**src/rtl/m4vt_pkg.sv**
```systemverilog
// Package for the 4x4 matrix-vector transform: product kinds, pipeline control
// struct, register map constants and the identity reset image of the matrix.
// No dependencies.
`timescale 1ns / 1ps
`default_nettype none

package m4vt_pkg;

  localparam int NUM_LANES  = 4;
  localparam int NUM_PAIRS  = 8;
  localparam int NUM_ENTRY  = 16;
  localparam int FIELD_W    = 32;
  localparam int PAIR_W     = 64;
  localparam int PAIR_IDX_W = 3;
  localparam int ADDR_W     = 6;
  localparam int ADDR_LSB   = 3;

  typedef enum logic {
    FUNC_MXV = 1'b0,
    FUNC_VXM = 1'b1
  } func_t;

  typedef struct packed {
    logic ld_mul;
    logic ld_sum;
    logic ld_out;
  } pipe_ctl_t;

  localparam logic [PAIR_W-1:0] PAIR_RST [NUM_PAIRS] = '{
    64'h0000_0000_0001_0000,
    64'h0000_0000_0000_0000,
    64'h0001_0000_0000_0000,
    64'h0000_0000_0000_0000,
    64'h0000_0000_0000_0000,
    64'h0000_0000_0001_0000,
    64'h0000_0000_0000_0000,
    64'h0001_0000_0000_0000
  };

endpackage

`default_nettype wire

```
**src/rtl/m4vt_merge.sv**
```systemverilog
// Merging stage: saturates the four lane sums, sign-extends them to the field
// width, ORs the clip flags and holds the result in the output register.
// Depends on m4vt_pkg.
`timescale 1ns / 1ps
`default_nettype none

module m4vt_merge #(
  parameter int COMPONENT_WIDTH = 32
) (
  input  wire                                   clk,
  input  wire m4vt_pkg::pipe_ctl_t              ctl,
  input  wire signed [2*COMPONENT_WIDTH+1:0]    sum [m4vt_pkg::NUM_LANES],
  output logic [m4vt_pkg::NUM_LANES*m4vt_pkg::FIELD_W-1:0] res,
  output logic                                  sat
);
  import m4vt_pkg::*;

  localparam int CW = COMPONENT_WIDTH;
  localparam int SW = 2 * COMPONENT_WIDTH + 2;
  localparam logic signed [SW-1:0] HI = SW'({(CW-1){1'b1}});
  localparam logic signed [SW-1:0] LO = ~HI;

  logic signed [CW-1:0]               clip_v [NUM_LANES];
  logic [NUM_LANES-1:0]               clip_f;
  logic [NUM_LANES*FIELD_W-1:0]       res_nxt;
  logic [NUM_LANES*FIELD_W-1:0]       res_r;
  logic                               sat_nxt;
  logic                               sat_r;

  always_comb begin
    for (int i = 0; i < NUM_LANES; i++) begin
      if (sum[i] > HI) begin
        clip_v[i] = HI[CW-1:0];
        clip_f[i] = 1'b1;
      end else if (sum[i] < LO) begin
        clip_v[i] = LO[CW-1:0];
        clip_f[i] = 1'b1;
      end else begin
        clip_v[i] = sum[i][CW-1:0];
        clip_f[i] = 1'b0;
      end
      res_nxt[i*FIELD_W +: FIELD_W] = FIELD_W'(clip_v[i]);
    end
    sat_nxt = |clip_f;
  end

  always_ff @(posedge clk) begin
    if (ctl.ld_out) begin
      res_r <= res_nxt;
      sat_r <= sat_nxt;
    end
  end

  assign res = res_r;
  assign sat = sat_r;

endmodule

`default_nettype wire

```
**config.mk**
```make
export PLATFORM = sky130hd
export DESIGN_NAME = m4vt_merge
export DESIGN_NICKNAME = d
export VERILOG_FILES = /design/src/rtl/m4vt_pkg.sv /design/src/rtl/m4vt_merge.sv
export SDC_FILE = /design/constraint.sdc
export NUM_CORES = 1
export LEC_CHECK = 0
export BUFFER_PORTS_ARGS = -buffer_cell sky130_fd_sc_hd__buf_4
export CAP_MARGIN = 20
export CORE_AREA = 3 3 152 154
export CTS_CLUSTER_DIAMETER = 80
export DETAILED_ROUTE_END_ITERATION = 6
export DIE_AREA = 0 0 155 157
export PLACE_DENSITY_LB_ADDON = 0.25
export SLEW_MARGIN = 20
export SYNTH_ARGS = -nofsm -noshare
export SYNTH_HDL_FRONTEND = slang
export SYNTH_SLANG_ARGS = --single-unit
```
**constraint.sdc**
```tcl
create_clock -name clk -period 2.1 [get_ports clk]
set_clock_uncertainty 0.05 [all_clocks]
set_input_delay 0 -clock clk [delete_from_list [all_inputs] [get_ports clk]]
set_output_delay 0 -clock clk [all_outputs]
set_load 0.01 [all_outputs]
```
==> reports/summary.log, run 1 <==
qor: run_status.outcome finished, final reports clean
qor: drt.drtIter0Drc 242
qor: sta.post-route-min-period 1.86 ns
qor: cells_and_area.final_nets 1306
qor: grt.grt_overflow_total 0
qor: hold_path.hold-path-endpoint res[43]$_SDFFCE_PN1P_
qor: floorplanning.row_count 54
qor: drt.antenna_left 0
qor: floorplanning.chipHeight 157 microns
qor: worst_setup_path.cp-end-kind flip-flop
qor: job.cap_viol_max_count 0
qor: clock_tree.cts_h_tree_lvls 4
qor: worst_setup_path.required 2.19 ns
qor: logic_synthesis.ys.flop_type sky130_fd_sc_hd__edfxtp_1
qor: sta.final-max-slew-violation-count 0
qor: logic_synthesis.synth_fp_nets 774
qor: clock_tree.cts_buffer_depth 2
qor: placement.placed_cell_area 9020 sq um
qor: placement.dpl.cell_count 1170
qor: drt.detail_route.drc_violations 0
qor: sta.setup_viol 0
qor: logic_synthesis.synthesis.instances 506
qor: floorplanning.die_w 155 microns
qor: clock_tree.clkTransAtPathRegs 0.06 ns
qor: power.leakagePower 4.90 nW
qor: power.worst_ir_drop_vdd 0.494 mV
qor: clock_tree.cts_made_buffers 17
qor: grt.grt_antenna_before_repair 0
qor: cells_and_area.antenna-diode-count 0
qor: worst_setup_path.path_max_fanout 7
qor: clock_tree.tritoncts built
qor: logic_synthesis.synth.lib_cells_used.distinct 18
qor: placement.place.gp.congestion 0.836
qor: logic_synthesis.synthMostInstantiatedCell sky130_fd_sc_hd__nand2_1
qor: worst_setup_path.critical_path_arrival 1.96 ns
qor: placement.input_output_buffers 394
qor: sta.max_freq 0.537 GHz
qor: hold_path.hold_path_class primary input to flip-flop
qor: clock_tree.ctsRootBufferMaster sky130_fd_sc_hd__clkbuf_16
qor: logic_synthesis.synth_edf_count 129
qor: grt.grt_usage 0.174
qor: grt.grt_pass1_wl 32800 microns
qor: worst_setup_path.criticalPathCategory primary input to flip-flop
qor: drt.dr_total_vias 5941
qor: logic_synthesis.post-synth-top-area-cell sky130_fd_sc_hd__edfxtp_1
qor: floorplanning.core_box_area 21800 sq um
qor: drt.post_route_wl 22000 microns
qor: grt.via_count_of_the_first_global_routing_pass 6101
qor: power.totalPowerFinal 7.40 mW
qor: drt.drt_pass1_iterations 4
qor: cells_and_area.area_growth 91.3%
qor: logic_synthesis.synth-async-reset-ratio 0
qor: grt.grt_max_degree 56
qor: cells_and_area.fin_cells 1330
qor: worst_setup_path.startpoint_type primary input
qor: floorplanning.initial_core_util 0.260
qor: hold_path.worst_hold_startpoint sum[182]
qor: logic_synthesis.synthesis.area 5680 sq um
qor: clock_tree.cts-resized-gates 0
qor: placement.detailedPlacementHpwl 16200 microns
qor: sta.tightest_slew 0.471 ns
qor: logic_synthesis.synth.top_cell.area_share 0.682
qor: logic_synthesis.number_of_warnings_issued_by_yosys 0
qor: logic_synthesis.synth_sequential_area_ratio 0.682
qor: drt.avgViaCountPerCell 4.47
qor: power.power_density 681 nW/um^2
qor: floorplanning.pin_count 397
qor: sta.timing.hold.ws 0.168 ns
qor: sta.period_share 0.886
qor: logic_synthesis.synth.top_cells.by_area sky130_fd_sc_hd__edfxtp_1 (68%), sky130_fd_sc_hd__nand2_1 (17%), sky130_fd_sc_hd__nand4_1 (3.7%)
qor: hold_path.worst_hold_path.num_cells 4
qor: sta.rsz_0062_raised_after_global_routing false
qor: logic_synthesis.syn_avg_cell_area 11.2 sq um
qor: clock_tree.cts_sinks 129
qor: cells_and_area.final_layout_size_suffix_gt1_frac 0.426
qor: floorplanning.die-area 24300 sq um
qor: sta.slew_headroom 0.686
qor: sta.final_hold_viol_count 0
qor: logic_synthesis.number_of_synthesized_register_bits 129
qor: cells_and_area.post-route-cell-area 10900 sq um
qor: sta.setup_tns 0 ns
qor: drt.routed_wire_length_per_instance 16.6 microns
qor: logic_synthesis.synth.top_cells.by_count sky130_fd_sc_hd__nand2_1 (255), sky130_fd_sc_hd__edfxtp_1 (129), sky130_fd_sc_hd__nand4_1 (34)
layout make-up:
type                            count  area [sq um]
Multi-Input combinational cell    349          1650
Sequential cell                   129          3870
Tap cell                          280           350
Timing Repair Buffer              541          4430
Clock buffer                       17           425
Fill cell                        2010         11000
Clock inverter                     14           133
worst max-delay path, stage by stage:
cell and delay (ns):
sky130_fd_sc_hd__dlygate4sd3_1 0.54, sky130_fd_sc_hd__buf_4 0.16, sky130_fd_sc_hd__nor4_1 0.29, sky130_fd_sc_hd__and4_1 0.26, sky130_fd_sc_hd__a41o_1 0.34, sky130_fd_sc_hd__nand2_1 0.17, sky130_fd_sc_hd__nand4b_1 0.20
state kept, by name (all words and copies together) (netlist names):
signal  flops
sat         1
res       128
kinds of logic after synthesis:
kind of cell	Yosys count	share of synthesized area
AND/OR/NAND/NOR	341	0.264
AO/OA/AOI/OAI	8	0.0264
flip-flops	129	0.682
buffers and inverters	28	0.0275
layout by cell type, fill, tap and decap left out, drive strengths merged, types with 2 or more instances in the layout:
cell         instances
buf                412
nand2              255
dlygate4sd3        129
edfxtp             129
nand4               34
nor4                32
clkbuf              17
clkinv               6
nor3                 4
a41o                 4
or3                  4
or4                  4
o41ai                4
inv                  4
and4                 3
clkinvlp             3
and3                 2
nor2                 2
metrics by stage:
stage | utilization | worst slack [ns]
floorplan | - | 0.554
global placement | 0.413 | 0.240
detailed placement | 0.413 | 0.193
CTS | 0.498 | 0.247
global route | 0.498 | 0.159
finish | 0.498 | 0.239
metal layers:
| layer | up-vias | global-route usage | share of wire |
|---|---|---|---|
| met4 | 0 | 0.0589 | 0.024 |
| met1 | 2755 | 0.190 | 0.37 |
| met3 | 30 | 0.0544 | 0.077 |
| li1 | 2886 | - | - |
| met5 | - | 0 | 0 |
| met2 | 270 | 0.320 | 0.53 |
power breakdown:
part | switching (mW) | total (mW) | internal, mW
Sequential | 0.0628 | 3.15 | 3.09
Combinational | 0.605 | 1.43 | 0.822
Clock | 1.18 | 2.82 | 1.64
Total | 1.85 | 7.40 | 5.55
worst max path at each step:
| stage | startpoint | to | slack [ns] |
|---|---|---|---|
| final | sum[197] | sat$_DFFE_PP_ | 0.24 |
| after floorplan | sum[31] | sat$_DFFE_PP_ | 0.55 |
| after global routing | sum[197] | sat$_DFFE_PP_ | 0.16 |
| after detailed placement | sum[49] | sat$_DFFE_PP_ | 0.19 |
| after CTS | sum[131] | res[77]$_SDFFCE_PN1P_ | 0.25 |
| after global placement | sum[49] | sat$_DFFE_PP_ | 0.24 |
timing repair:
item | 4_1_cts | 5_1_grt
hold buffers | 129 | 0
setup buffers | 0 | 0
hold endpoints to repair | 132 | 0
Note: power is estimated with default switching activity, not from simulation.
==> run 2: changes to the inputs <==
- ABC_AREA: default -> 1
- CORE_AREA: 3 3 152 154 -> 3 3 154 156
- DIE_AREA: 0 0 155 157 -> 0 0 157 159
==> run 2 against run 1 <==
  * Die area grew 2.6%
  * Highest routed layer unchanged
  * Count of clock-buffer cells in the layout is the same
  * First-iteration DRC count grew 15%
  * Setup slack gained 0.11 ns
  * Via count grew 14%
  * Total power grew 2.8%
  * Largest cell class unchanged
  * Area after synthesis grew 12%
  * Largest power group unchanged
  * Clock power grew 5%
  * Combinational power grew 4%
==> reports/summary.log, run 2 <==
qor: logic_synthesis.synthesis.instances 710
qor: sta.setup_tns 0 ns
qor: cells_and_area.final_nets 1506
qor: clock_tree.cts_made_buffers 17
qor: placement.dp_worst_setup_slack 0.429 ns
qor: power.leakagePower 5.26 nW
qor: drt.drtIter0Drc 279
qor: drt.detail_route.drc_violations 0
qor: run_status.outcome finished, final reports clean
qor: hold_path.hold-path-endpoint res[89]$_SDFFCE_PN1P_
qor: logic_synthesis.synthMostInstantiatedCell sky130_fd_sc_hd__nand2_1
qor: sta.tightest_slew 0.451 ns
qor: logic_synthesis.synth.top_cells.by_count sky130_fd_sc_hd__nand2_1 (338), sky130_fd_sc_hd__edfxtp_1 (129), sky130_fd_sc_hd__nor2_1 (114)
qor: grt.grt_max_degree 45
qor: sta.final_hold_viol_count 0
qor: floorplanning.die-area 25000 sq um
qor: clock_tree.tritoncts built
qor: clock_tree.post_cts_buffers 0
qor: clock_tree.cts_hold_repair.buffers 129
qor: logic_synthesis.synth_sequential_area_ratio 0.611
qor: logic_synthesis.number_of_synthesized_register_bits 129
qor: floorplanning.initial_core_util 0.282
qor: logic_synthesis.synth.lib_cells_used.distinct 18
qor: floorplanning.die_w 157 microns
qor: placement.input_output_buffers 394
qor: drt.routed_wire_length_per_instance 15.2 microns
qor: hold_path.worst_hold_startpoint sum[97]
qor: sta.postLayoutSetupSlackWorst 0.353 ns
qor: logic_synthesis.number_of_warnings_issued_by_yosys 0
qor: logic_synthesis.synthesis.area 6340 sq um
qor: floorplanning.pin_count 397
qor: cells_and_area.commonest_cells_after_routing_fill_and_taps_aside sky130_fd_sc_hd__buf_4 (403), sky130_fd_sc_hd__nand2_1 (338), sky130_fd_sc_hd__dlygate4sd3_1 (129), sky130_fd_sc_hd__edfxtp_1 (129), sky130_fd_sc_hd__nor2_1 (114)
qor: hold_path.hold_path_class primary input to flip-flop
qor: logic_synthesis.synth_fp_nets 978
qor: grt.via_count_of_the_first_global_routing_pass 6781
qor: logic_synthesis.post-synth-top-area-cell sky130_fd_sc_hd__edfxtp_1
qor: cells_and_area.largest_register_ffs 128
qor: clock_tree.ctsRootBufferMaster sky130_fd_sc_hd__clkbuf_16
qor: worst_setup_path.path_max_fanout 21
qor: logic_synthesis.synth-async-reset-ratio 0
qor: logic_synthesis.synth_edf_count 129
qor: logic_synthesis.synth.top_cells.by_area sky130_fd_sc_hd__edfxtp_1 (61%), sky130_fd_sc_hd__nand2_1 (20%), sky130_fd_sc_hd__nor2_1 (6.7%)
qor: clock_tree.cts_h_tree_lvls 4
qor: floorplanning.core_box_area 22500 sq um
qor: job.cap_viol_max_count 0
qor: floorplanning.chipHeight 159 microns
qor: grt.grt_antenna_before_repair 0
qor: drt.drt_pass1_iterations 5
qor: drt.dr_total_vias 6763
qor: sta.timing.hold.ws 0.129 ns
qor: drt.avgViaCountPerCell 4.40
qor: cells_and_area.area_growth 81.0%
qor: cells_and_area.layout.cells.most_common sky130_fd_sc_hd__buf_4
qor: floorplanning.row_count 55
qor: clock_tree.cts-resized-gates 0
qor: sta.rsz_0062_raised_after_global_routing false
qor: clock_tree.cts_buffer_depth 2
qor: placement.place.gp.congestion 0.811
qor: worst_setup_path.cp-end-kind flip-flop
qor: grt.grt_usage 0.176
qor: power.worst_ir_drop_vdd 0.419 mV
qor: hold_path.worst_hold_path.num_cells 5
qor: logic_synthesis.ys.flop_type sky130_fd_sc_hd__edfxtp_1
qor: sta.post-route-min-period 1.75 ns
qor: sta.final-max-slew-violation-count 0
qor: placement.placed_cell_area 9600 sq um
qor: logic_synthesis.synth.top_cell.area_share 0.611
qor: worst_setup_path.critical_path_arrival 1.86 ns
qor: drt.antenna_left 0
qor: grt.grt_overflow_total 0
qor: sta.setup_viol 0
qor: drt.post_route_wl 23300 microns
qor: clock_tree.cts_sinks 129
qor: power.power_density 663 nW/um^2
qor: worst_setup_path.criticalPathCategory primary input to flip-flop
qor: worst_setup_path.startpoint_type primary input
qor: cells_and_area.antenna-diode-count 0
qor: cells_and_area.final_layout_size_suffix_gt1_frac 0.361
qor: clock_tree.clkTransAtPathRegs 0.06 ns
qor: sta.max_freq 0.572 GHz
qor: logic_synthesis.syn_avg_cell_area 8.93 sq um
qor: cells_and_area.final_core_utilization 0.510
qor: placement.detailedPlacementHpwl 17700 microns
qor: sta.period_share 0.832
qor: sta.slew_headroom 0.699
qor: worst_setup_path.required 2.21 ns
qor: cells_and_area.post-route-cell-area 11500 sq um
qor: grt.grt_pass1_wl 34800 microns
run 2: cell count changes after synthesis, sizes merged, moves of 2 or more:
cell | before | now
nor4 | 32 | 2
inv | 0 | 26
or3 | 4 | 0
a41o | 4 | 0
and3 | 2 | 0
nand2 | 255 | 343
nand4 | 34 | 38
o41ai | 4 | 0
or4 | 4 | 0
nor3 | 4 | 8
nor2 | 2 | 119
and4 | 3 | 0
nand3 | 0 | 15
run 2: stage by stage:
stage | total power [mW] | instances
after floorplan | 3.59 | 710
after global placement | 4.48 | 1375
after detailed placement | 4.50 | 1375
after CTS | 7.70 | 1536
after global routing | 7.94 | 1536
final | 7.61 | 1536
run 2: kinds of logic after synthesis:
group,count (synthesis),synth area share
buffers and inverters,54,0.0491
flip-flops,129,0.611
AND/OR/NAND/NOR,527,0.340
run 2: layout make-up:
type	count	area, sq um
inverters	26	97.6
clock inverters	15	160
repair buffers	537	4410
multi-input cells	527	2160
well taps	285	357
fillers	2081	11000
clock buffers	17	425
flip-flops and latches	129	3870
run 2: metal layers:
layer | global-route usage | vias to the layer above | share of wire
met3 | 0.0438 | 41 | 0.072
met5 | 0 | - | 0
li1 | - | 3388 | -
met4 | 0.0621 | 0 | 0.028
met2 | 0.317 | 268 | 0.51
met1 | 0.199 | 3066 | 0.39
run 2: power breakdown:
group          total, mW  internal [mW]  switching (mW)
clock network       2.97           1.76            1.21
registers           3.15           3.09          0.0641
logic               1.49          0.839           0.649
run 2: worst max path at each step:
| stage | start | endpoint | slack (ns) |
|---|---|---|---|
| 2_1_floorplan | sum[187] | res[45]$_SDFFCE_PN1P_ | 1.02 |
| 3_3_place_gp | sum[187] | res[36]$_SDFFCE_PN1P_ | 0.42 |
| 3_5_place_dp | sum[187] | res[46]$_SDFFCE_PN1P_ | 0.43 |
| 4_1_cts | sum[148] | res[41]$_SDFFCE_PN1P_ | 0.36 |
| 5_1_grt | sum[149] | res[41]$_SDFFCE_PN1P_ | 0.14 |
| 6_report | sum[140] | res[41]$_SDFFCE_PN1P_ | 0.35 |
run 2: critical path, stage by stage:
cell and delay [ns]:
sky130_fd_sc_hd__dlygate4sd3_1 0.54, sky130_fd_sc_hd__buf_4 0.12, sky130_fd_sc_hd__nand2_1 0.05, sky130_fd_sc_hd__nor2_1 0.14, sky130_fd_sc_hd__nand2_1 0.10, sky130_fd_sc_hd__inv_1 0.06
sky130_fd_sc_hd__nand2_1 0.04, sky130_fd_sc_hd__nor2_1 0.08, sky130_fd_sc_hd__nand3_1 0.09, sky130_fd_sc_hd__nand3_2 0.33, sky130_fd_sc_hd__buf_4 0.25, sky130_fd_sc_hd__nand2_1 0.07
